### config.mk
export PLATFORM = sky130hd
export DESIGN_NAME = utf16_surrogate_decoder_unit
export DESIGN_NICKNAME = d
export VERILOG_FILES = /design/src/usd_pkg.sv /design/src/usd_front.sv /design/src/usd_fifo.sv /design/src/usd_back.sv /design/src/utf16_surrogate_decoder_unit.sv
export VERILOG_INCLUDE_DIRS = /design/src /design/src/src
export SDC_FILE = /design/constraint.sdc
export NUM_CORES = 1
export LEC_CHECK = 0
export ABC_AREA = 1
export BUFFER_PORTS_ARGS = -buffer_cell sky130_fd_sc_hd__buf_4
export CORE_ASPECT_RATIO = 2
export CORE_MARGIN = 2
export CORE_UTILIZATION = 39
export CTS_BUF_LIST = sky130_fd_sc_hd__clkbuf_16
export DETAILED_ROUTE_END_ITERATION = 8
export PLACE_DENSITY = 0.68
export SYNTH_ARGS = -nofsm -noshare
export SYNTH_HDL_FRONTEND = slang
export SYNTH_SLANG_ARGS = --single-unit
### constraint.sdc
create_clock -name clk -period 3.85 [get_ports clk]
set_input_delay 0.5775 -clock clk [delete_from_list [all_inputs] [get_ports clk]]
set_output_delay 0.5775 -clock clk [all_outputs]
set_load 0.02 [all_outputs]
### src/utf16_surrogate_decoder_unit_macros.svh
// ----------------------------------------------------------------------------
// UTF-16 surrogate decoder assertion macros
// Shared assertion forms; every user module has clk and rst in scope.
// ----------------------------------------------------------------------------
`ifndef UTF16_SURROGATE_DECODER_UNIT_MACROS_SVH
`define UTF16_SURROGATE_DECODER_UNIT_MACROS_SVH

// Same-cycle implication, held off during reset
`define USD_ASSERT_IMP(label, ante, cons) \
  label: assert property (@(posedge clk) disable iff (rst) (ante) |-> (cons)) \
    else $error("usd assertion failed");

// Next-cycle implication, held off during reset
`define USD_ASSERT_NEXT(label, ante, cons) \
  label: assert property (@(posedge clk) disable iff (rst) (ante) |=> (cons)) \
    else $error("usd assertion failed");

`endif

### src/usd_pkg.sv
// ----------------------------------------------------------------------------
// usd_pkg
// Types and constants shared by the UTF-16 surrogate decoder modules.
// ----------------------------------------------------------------------------
package usd_pkg;

  localparam int UNIT_W = 16;
  localparam int CHAR_W = 21;
  localparam int SURR_BITS_W = 10;

  localparam logic [UNIT_W-1:0] HI_SURR_FIRST = 16'hD800;
  localparam logic [UNIT_W-1:0] HI_SURR_LAST  = 16'hDBFF;
  localparam logic [UNIT_W-1:0] LO_SURR_FIRST = 16'hDC00;
  localparam logic [UNIT_W-1:0] LO_SURR_LAST  = 16'hDFFF;
  localparam logic [UNIT_W-1:0] REPLACEMENT   = 16'hFFFD;
  localparam logic [CHAR_W-1:0] SUPP_BASE     = 21'h010000;

  // Job queue between classifier and result sequencer
  localparam int JQ_DEPTH = 2;
  localparam int JQ_AW    = (JQ_DEPTH > 1) ? $clog2(JQ_DEPTH) : 1;
  localparam int JQ_CW    = $clog2(JQ_DEPTH + 1);

  // One classified input unit: one or two results
  typedef struct packed {
    logic [CHAR_W-1:0] first;
    logic [UNIT_W-1:0] second;
    logic              two;
    logic              last;
  } job_t;

endpackage

### src/usd_front.sv
// ----------------------------------------------------------------------------
// usd_front
// Accepts code units, tracks the pending high surrogate and emits jobs.
// ----------------------------------------------------------------------------
`include "utf16_surrogate_decoder_unit_macros.svh"

module usd_front import usd_pkg::*; (
  input  logic              clk,
  input  logic              rst,
  input  logic              push,
  output logic              full,
  input  logic [UNIT_W-1:0] code_unit,
  input  logic              last_unit,
  input  logic              cfg_valid,
  output logic              cfg_ready,
  input  logic              cfg_data,
  input  logic              jq_full,
  output logic              job_push,
  output job_t              job
);

  logic                   keep_surrogates;
  logic                   pending_valid;
  logic                   pending_valid_next;
  logic [SURR_BITS_W-1:0] pending_bits;
  logic [SURR_BITS_W-1:0] pending_bits_next;
  logic                   accept;
  logic                   is_hi;
  logic                   is_lo;
  logic                   has_job;

  assign full      = jq_full;
  assign cfg_ready = 1'b1;
  assign accept    = push && !jq_full;
  assign job_push  = accept && has_job;

  // Mode register
  always_ff @(posedge clk) begin
    if (rst) begin
      keep_surrogates <= 1'b0;
    end else if (cfg_valid) begin
      keep_surrogates <= cfg_data;
    end
  end

  // Unit classification
  always_comb begin
    is_hi = code_unit inside {[HI_SURR_FIRST:HI_SURR_LAST]};
    is_lo = code_unit inside {[LO_SURR_FIRST:LO_SURR_LAST]};
  end

  // Result selection and pending update
  always_comb begin
    logic              solo_has;
    logic [UNIT_W-1:0] solo_val;
    logic              solo_hold;

    // the unit decoded as if nothing were held
    solo_has  = 1'b1;
    solo_hold = 1'b0;
    solo_val  = code_unit;
    if (is_hi) begin
      if (last_unit) begin
        solo_val = REPLACEMENT;
      end else begin
        solo_has  = 1'b0;
        solo_hold = 1'b1;
      end
    end else if (is_lo) begin
      solo_val = REPLACEMENT;
    end

    has_job           = 1'b1;
    job.first         = {{(CHAR_W-UNIT_W){1'b0}}, solo_val};
    job.second        = solo_val;
    job.two           = 1'b0;
    job.last          = last_unit;
    pending_valid_next = 1'b0;
    pending_bits_next  = '0;

    if (pending_valid && is_lo) begin
      if (keep_surrogates) begin
        job.first  = {{(CHAR_W-UNIT_W){1'b0}}, HI_SURR_FIRST[UNIT_W-1:SURR_BITS_W],
                      pending_bits};
        job.second = code_unit;
        job.two    = 1'b1;
      end else begin
        job.first = {{(CHAR_W-2*SURR_BITS_W){1'b0}}, pending_bits,
                     code_unit[SURR_BITS_W-1:0]} + SUPP_BASE;
      end
    end else if (pending_valid) begin
      // broken pair: replacement, then the new unit on its own
      job.first = {{(CHAR_W-UNIT_W){1'b0}}, REPLACEMENT};
      job.two   = solo_has;
      pending_valid_next = solo_hold;
      pending_bits_next  = code_unit[SURR_BITS_W-1:0];
    end else begin
      has_job            = solo_has;
      pending_valid_next = solo_hold;
      pending_bits_next  = code_unit[SURR_BITS_W-1:0];
    end
  end

  // Pending high surrogate
  always_ff @(posedge clk) begin
    if (rst) begin
      pending_valid <= 1'b0;
      pending_bits  <= '0;
    end else if (accept) begin
      pending_valid <= pending_valid_next;
      pending_bits  <= pending_bits_next;
    end
  end

  `USD_ASSERT_NEXT(a_end_clears_pending, accept && last_unit, !pending_valid)
  `USD_ASSERT_IMP(a_last_makes_job, accept && last_unit, job_push)
  `USD_ASSERT_IMP(a_hold_no_second, job_push && pending_valid_next, !job.last)

endmodule

### src/usd_fifo.sv
// ----------------------------------------------------------------------------
// usd_fifo
// Short job queue decoupling the classifier from the result sequencer.
// ----------------------------------------------------------------------------
`include "utf16_surrogate_decoder_unit_macros.svh"

module usd_fifo import usd_pkg::*; (
  input  logic clk,
  input  logic rst,
  input  logic wr_en,
  input  job_t wr_job,
  output logic jq_full,
  input  logic rd_en,
  output job_t rd_job,
  output logic jq_empty
);

  job_t             mem [JQ_DEPTH];
  logic [JQ_AW-1:0] wr_ptr;
  logic [JQ_AW-1:0] rd_ptr;
  logic [JQ_CW-1:0] count;

  assign jq_full  = (count == JQ_CW'(JQ_DEPTH));
  assign jq_empty = (count == '0);
  assign rd_job   = mem[rd_ptr];

  // Storage
  always_ff @(posedge clk) begin
    if (wr_en) begin
      mem[wr_ptr] <= wr_job;
    end
  end

  // Pointers and fill count
  always_ff @(posedge clk) begin
    if (rst) begin
      wr_ptr <= '0;
      rd_ptr <= '0;
      count  <= '0;
    end else begin
      if (wr_en) begin
        wr_ptr <= (wr_ptr == JQ_AW'(JQ_DEPTH - 1)) ? '0 : wr_ptr + 1'b1;
      end
      if (rd_en) begin
        rd_ptr <= (rd_ptr == JQ_AW'(JQ_DEPTH - 1)) ? '0 : rd_ptr + 1'b1;
      end
      if (wr_en && !rd_en) begin
        count <= count + 1'b1;
      end else if (rd_en && !wr_en) begin
        count <= count - 1'b1;
      end
    end
  end

  `USD_ASSERT_IMP(a_no_overflow, wr_en, !jq_full)
  `USD_ASSERT_IMP(a_no_underflow, rd_en, !jq_empty)
  `USD_ASSERT_IMP(a_count_range, 1'b1, count <= JQ_CW'(JQ_DEPTH))

endmodule

### src/usd_back.sv
// ----------------------------------------------------------------------------
// usd_back
// Expands jobs into one or two results held in an output register.
// ----------------------------------------------------------------------------
`include "utf16_surrogate_decoder_unit_macros.svh"

module usd_back import usd_pkg::*; (
  input  logic              clk,
  input  logic              rst,
  input  job_t              rd_job,
  input  logic              jq_empty,
  output logic              rd_en,
  output logic              empty,
  input  logic              pop,
  output logic [CHAR_W-1:0] char_value,
  output logic              run_end,
  output logic              string_end
);

  logic out_valid;
  logic sub;
  logic load;

  assign empty = !out_valid;
  assign load  = !jq_empty && (!out_valid || pop);
  assign rd_en = load && (sub || !rd_job.two);

  // Result sequencing control
  always_ff @(posedge clk) begin
    if (rst) begin
      out_valid <= 1'b0;
      sub       <= 1'b0;
    end else begin
      if (load) begin
        out_valid <= 1'b1;
        sub       <= !sub && rd_job.two;
      end else if (pop) begin
        out_valid <= 1'b0;
      end
    end
  end

  // Output payload
  always_ff @(posedge clk) begin
    if (load) begin
      if (sub) begin
        char_value <= {{(CHAR_W-UNIT_W){1'b0}}, rd_job.second};
        run_end    <= 1'b1;
        string_end <= rd_job.last;
      end else begin
        char_value <= rd_job.first;
        run_end    <= !rd_job.two;
        string_end <= !rd_job.two && rd_job.last;
      end
    end
  end

  `USD_ASSERT_IMP(a_sub_has_job, sub, !jq_empty)
  `USD_ASSERT_IMP(a_split_pending, out_valid && !run_end, sub)
  `USD_ASSERT_IMP(a_string_end_run, out_valid && string_end, run_end)

endmodule

### src/utf16_surrogate_decoder_unit.sv
// ----------------------------------------------------------------------------
// utf16_surrogate_decoder_unit
// UTF-16 to UTF-32 stream decoder with U+FFFD replacement; keep_surrogates passes valid pairs through as two units.
// ----------------------------------------------------------------------------
// Usage:
//   Input queue: drive code_unit/last_unit and raise push; the unit is taken
//   when full is low. Result queue: while empty is low, char_value, run_end
//   and string_end hold the oldest result; pop takes it.
//   cfg_valid/cfg_data set keep_surrogates (cfg_ready is always high); write
//   it only while no unit is in flight.
// Path: a unit's job is written into the job queue, then loaded into the result register.
// Throughput: one unit per cycle while pop keeps up, limited by the result register
//   which shows one result per cycle; a unit giving two results shows them in turn.
//   A leading high surrogate gives no result.
// Reset (rst, synchronous): clears the held surrogate, the job queue, the
//   result register and keep_surrogates.
// Stall: when pop stays low the result register holds, the two-entry job
//   queue fills and full rises; nothing is dropped.
// ----------------------------------------------------------------------------
module utf16_surrogate_decoder_unit import usd_pkg::*; (
  input  logic              clk,
  input  logic              rst,
  input  logic              push,
  output logic              full,
  input  logic [UNIT_W-1:0] code_unit,
  input  logic              last_unit,
  output logic              empty,
  input  logic              pop,
  output logic [CHAR_W-1:0] char_value,
  output logic              run_end,
  output logic              string_end,
  input  logic              cfg_valid,
  output logic              cfg_ready,
  input  logic              cfg_data
);

  job_t wr_job;
  job_t rd_job;
  logic job_push;
  logic jq_full;
  logic jq_empty;
  logic rd_en;

  // Classifier
  usd_front u_front (
    .clk       (clk),
    .rst       (rst),
    .push      (push),
    .full      (full),
    .code_unit (code_unit),
    .last_unit (last_unit),
    .cfg_valid (cfg_valid),
    .cfg_ready (cfg_ready),
    .cfg_data  (cfg_data),
    .jq_full   (jq_full),
    .job_push  (job_push),
    .job       (wr_job)
  );

  // Job queue
  usd_fifo u_fifo (
    .clk      (clk),
    .rst      (rst),
    .wr_en    (job_push),
    .wr_job   (wr_job),
    .jq_full  (jq_full),
    .rd_en    (rd_en),
    .rd_job   (rd_job),
    .jq_empty (jq_empty)
  );

  // Result sequencer
  usd_back u_back (
    .clk        (clk),
    .rst        (rst),
    .rd_job     (rd_job),
    .jq_empty   (jq_empty),
    .rd_en      (rd_en),
    .empty      (empty),
    .pop        (pop),
    .char_value (char_value),
    .run_end    (run_end),
    .string_end (string_end)
  );

endmodule
After elaboration in Yosys (flattened, before gate mapping)
Memory sizes are Yosys's and may differ from the RTL's. A register that Yosys moved wholly into a read port is not among the register bits.
Cells that the tools add are included.
{ "word_totals": {"reg_bits": 41, "ramBits": 78, "in_bits": 23, "mem_count": 1} }
{ "mem_list": {"columns": ["memory", "depth", "width", "rd", "rd_ports_with_merged_regs", "wr", "line", "rtl"], "rows": [
  ["u_fifo.mem", 2, 39, 1, 1, 1, "usd_fifo.sv:18", "job_t mem [JQ_DEPTH];"]
]} }
{ "classes": {"add_sub_neg": 5, "n_lt_le_gt_ge": 4, "eq_ne": 1, "mux": 30, "reduce_logical": 23} }
{ "ops": {"columns": ["op", "n"], "rows": [
  ["$mux W16", 6],
  ["$mux W21", 2],
  ["$ge A16 B16 Y1 const B", 2],
  ["$le A16 B16 Y1 const B", 2],
  ["$add A20 B17 Y21 const B", 1],
  ["$mux W1", 18],
  ["$mux W17", 1],
  ["$logic_and A1 B1 Y1", 11],
  ["$mux W10", 1],
  ["$logic_not A1 Y1", 7],
  ["$mux W2", 2],
  ["$reduce_bool A2 Y1", 2],
  ["$add A1 B1 Y1 const B", 2],
  ["$add A2 B1 Y2 const B", 1],
  ["$eq A2 B2 Y1 const B", 1],
  ["$logic_not A2 Y1", 1],
  ["$logic_or A1 B1 Y1", 2],
  ["$sub A2 B1 Y2 const B", 1]
]} }

Logic depth before layout (Yosys ltp)
{ "logic_depth": {"depth_word": 10, "depth_mapped": 11, "mapped_depth_nobuf": 11} }

Cells and area by module
Synthesis repeated with hierarchy kept, for this count alone.
{ "unflattened": {"cells_unflattened": 479, "area_unflattened_um2": 5318.9} }
{ "by_module_without_submodules": {"columns": ["mod", "n_inst", "cells_each", "area_per_inst_um2", "seq_area_each_um2"], "rows": [
  ["usd_fifo", 1, 154, 3086.7, 2442.3],
  ["usd_front", 1, 223, 1196.1, 240.2],
  ["usd_back", 1, 102, 1036.0, 730.7]
]} }

Worst setup path before layout
OpenSTA, ideal clock, no wires.
{ "synth_path": {"kind": "in2reg", "from": "input push", "to": "memory u_fifo.mem[0][0] in the netlist's numbering, enable pin", "setup_time_ps": 435, "arrival_ps": 2694, "t_required_ps": 3415, "slack_ps": 721, "path_stages": 5, "path_buffers": 1, "cell_sequence": "inv_1 nor2_2 buf_2 nand2_1 nor2_1"} }
{ "synth_via": {"elab_chain_len": 4} }
{ "synth_lines": {"columns": ["item", "line", "rtl"], "rows": [
  ["start, declared", "utf16_surrogate_decoder_unit.sv:23", "input logic push,"],
  ["$logic_and A1 B1 Y1", "usd_front.sv:34", "assign accept = push && !jq_full;"],
  ["$logic_and A1 B1 Y1", "usd_front.sv:35", "assign job_push = accept && has_job;"],
  ["$mux W1", "usd_fifo.sv:29", "if (wr_en) begin"],
  ["$mux W1 (implied by the code)", "usd_fifo.sv:30", "mem[wr_ptr] <= wr_job;"],
  ["end, declared", "usd_fifo.sv:18", null]
]} }
Every way passes these cells.

==> flow_summary.toml <==
[place]
gp_congestion = 0.832
io_buffers = 47
hpwl_um = 7060

[timing]
finClkSkew_ps = 9.90
slew_viol_final = 0
worstMarginPinSlew_ps = 805
slew_headroom_pct = 46.3
finalSetupViolations = 0
rsz0062_at_grt = "false"
setup-tns-final_ps = 0
fin_crit_sh_pct = 60.8
finalHoldViolCount = 0
max_freq_mhz = 427
layout_min_cycle_time_ps = 2340

[hold_path]
holdPathEnd = "u_back.out_valid$_SDFFE_PP0P_"
hp-start = "rst"
min_path_cells = 2
min_path_type = "in2reg"

[floorplanning]
die-height_um = 164
coreArea_mm2 = 0.0126
io-pin-count = 49
dieArea_mm2 = 0.0138
floorplan.initialDensity_pct = 39.7
die-width_um = 84.0
rows = 58

[cells_and_area]
num_antenna_cells = 0
layout-drive-gt1-share_pct = 16.8
fillers = 1128
area_growth_pct = 21.2
multi_input_area_mm2 = 0.00134
nNetsFinal = 543
utilization_pct = 48.1
ff_latch_area_mm2 = 0.00341

[global_routing]
grt_pass1_vias = 3509
gr-total-overflow = 0
antenna_found_initial = 0
grt_max_degree = 41
grt_usage_pct = 16.2
grt_pass1_wl_um = 16900

[detailed_routing]
drt_iter0_drc = 286
final_antenna_net_count = 0
firstDrtPassIters = 4
wl_per_cell_um = 15.2
avgViaCountPerCell = 5.01
drt_wl_total_um = 10300
vias = 3411
route.detailed.drc = 0

[critical_path]
crit_path_max_fanout = 40
path_common_cell = "nand2_1"
path_cells = "buf_4, inv_1, buf_4, nand2_1, nand2_1, nand2_1, nand2_1, ha_1, or2_2, nand2_1, o21ai_0, a21oi_1"
slowest_delay_ps = 340
r2r_end = "u_fifo.count[1]$_SDFFE_PP0P_"
start_kind = "register"
critPathSlowestCell = "buf_4"
critPathKind = "reg2reg"
ff2ff_path_depth = 12
end_kind = "register"
regToRegSetupSlack_ps = 1510
crit_required_ps = 4190
arrival_ps = 2690

[clock_tree]
cts_setup_buffers = 0
cts_buffers = 17
h-tree-depth = 4
cts_tree = "done"
clkTransAtPathRegs_ps = 50
root_buffer = "clkbuf_16"
holdBufCountCts = 0
clk_latency_ps = 420
cts_sinks = 120
cts_buffer_depth = 2
ctsResizeCount = 0

[logic_synthesis]
ys_seq_elements = 120
syn_avg_cell_area_um2 = 10.5
yosys-top-cells-area = "edfxtp_1 (61%), dfxtp_1 (7.6%), nand2_1 (7.4%)"
synth_warnings = 0
synthCells = 474
synth.top_cell.area_share_pct = 60.8
syn-cell-area_mm2 = 0.00499
synth-seq-area-share_pct = 68.4
synth_nets = 499
ys_types = 28
yosysTopAreaCell = "edfxtp_1"

[run_status]
status = "finished clean"

[flow_run]
maxCapViolCount = 0

[power_and_ir_drop]
ir_worst_vdd_v = 0.000355
power_density_mw_per_mm2 = 789
p_leak_nw = 2.45
through the flow:
| step | hold slack [ps] | instances | cell area, um^2 | worst slack [ps] | power (mW) |
|---|---|---|---|---|---|
| after global routing | 334 | 681 | 6040 | 1270 | 5.01 |
| after global placement | 478 | 649 | 5450 | 1420 | 3.17 |
| after floorplan | 465 | 474 | 4990 | 721 | 2.75 |
| after CTS | 328 | 681 | 6040 | 1510 | 4.81 |
| after detailed placement | 500 | 649 | 5450 | 1360 | 3.22 |
| final | 338 | 681 | 6040 | 1510 | 4.77 |
cell usage after synthesis (all sizes together):
| library cell | number |
|---|---|
| nor2 | 86 |
| nand2 | 101 |
| ha | 2 |
| buf | 14 |
| nand3 | 6 |
| xor2 | 1 |
| a21oi | 18 |
| dfxtp | 19 |
| o211ai | 1 |
| or2 | 1 |
| nor3 | 1 |
| edfxtp | 101 |
| inv | 28 |
| conb | 1 |
| o22ai | 16 |
| clkbuf | 14 |
| clkinv | 2 |
| o21ai | 62 |
report_power, final:
group          internal, mW  leakage (nW)  switching (mW)  total, mW
registers              1.84          1.11           0.110       1.95
logic                 0.414          1.04           0.816       1.23
clock network          1.06         0.308           0.529       1.59
logic make-up (layout without fill, tap and decap cells):
kind of cell,after synthesis,after routing,share of synthesized area (%)
flops,120,120,68.4
xor+xnor,1,1,0.176
other cells,1,1,0.0752
simple gates,195,195,15.5
fa+ha+maj,2,2,0.502
buf+inv,58,115,4.94
compound gates,97,97,10.4
metal layers:
metal | GRT usage, % | up-vias | wire length, um
met1 | 15.8 | 1608 | 3640
met3 | 4.67 | 22 | 431
met4 | 9.68 | 0 | 367
met2 | 29.8 | 90 | 5900
met5 | 0 | - | 0
li1 | - | 1691 | -
area by class of cell:
| type | count | area share, % |
|---|---|---|
| Timing Repair Buffer | 53 | 6.58 |
| Clock inverter | 15 | 2.82 |
| Sequential cell | 120 | 56.5 |
| Multi-Input combinational cell | 296 | 22.1 |
| Clock buffer | 17 | 7.04 |
| Tap cell | 150 | 3.11 |
| Inverter | 30 | 1.88 |
worst max-delay path: cells and delay by family (launching register included):
family	cells	cell delay, ps
AO/OA/AOI/OAI	2	220
buffers and inverters	3	670
flip-flops	1	300
AND/OR/NAND/NOR	6	820
adder cells (fa/ha/maj)	1	250
cells in the final DEF (no fill, tap or decap), drive strengths merged:
cell type / count
clkbuf: 17
xor2: 1
dfxtp: 19
o22ai: 16
conb: 1
ha: 2
o211ai: 1
nor2: 86
clkinv: 9
inv: 32
nor3: 1
a21oi: 18
bufinv: 4
nand2: 101
nand3: 6
or2: 1
buf: 53
o21ai: 62
edfxtp: 101
sequential cells by signal, indices dropped and copies added, names as in the netlist, 2 cells and up, named ones only:
register and count:
u_back.char_value 21, u_fifo.count 2, u_fifo.mem 78, u_front.pending_bits 10
worst max-delay path by stage:
| stage | endpoint |
|---|---|
| 2_1_floorplan | u_fifo.mem[0][0]$_DFFE_PP_ |
| 3_3_place_gp | u_fifo.mem[0][33]$_DFFE_PP_ |
| 3_5_place_dp | u_fifo.mem[0][33]$_DFFE_PP_ |
| 4_1_cts | u_fifo.count[1]$_SDFFE_PP0P_ |
| 5_1_grt | u_fifo.count[1]$_SDFFE_PP0P_ |
| 6_report | u_fifo.count[1]$_SDFFE_PP0P_ |
(Power assumes the default switching activity.)
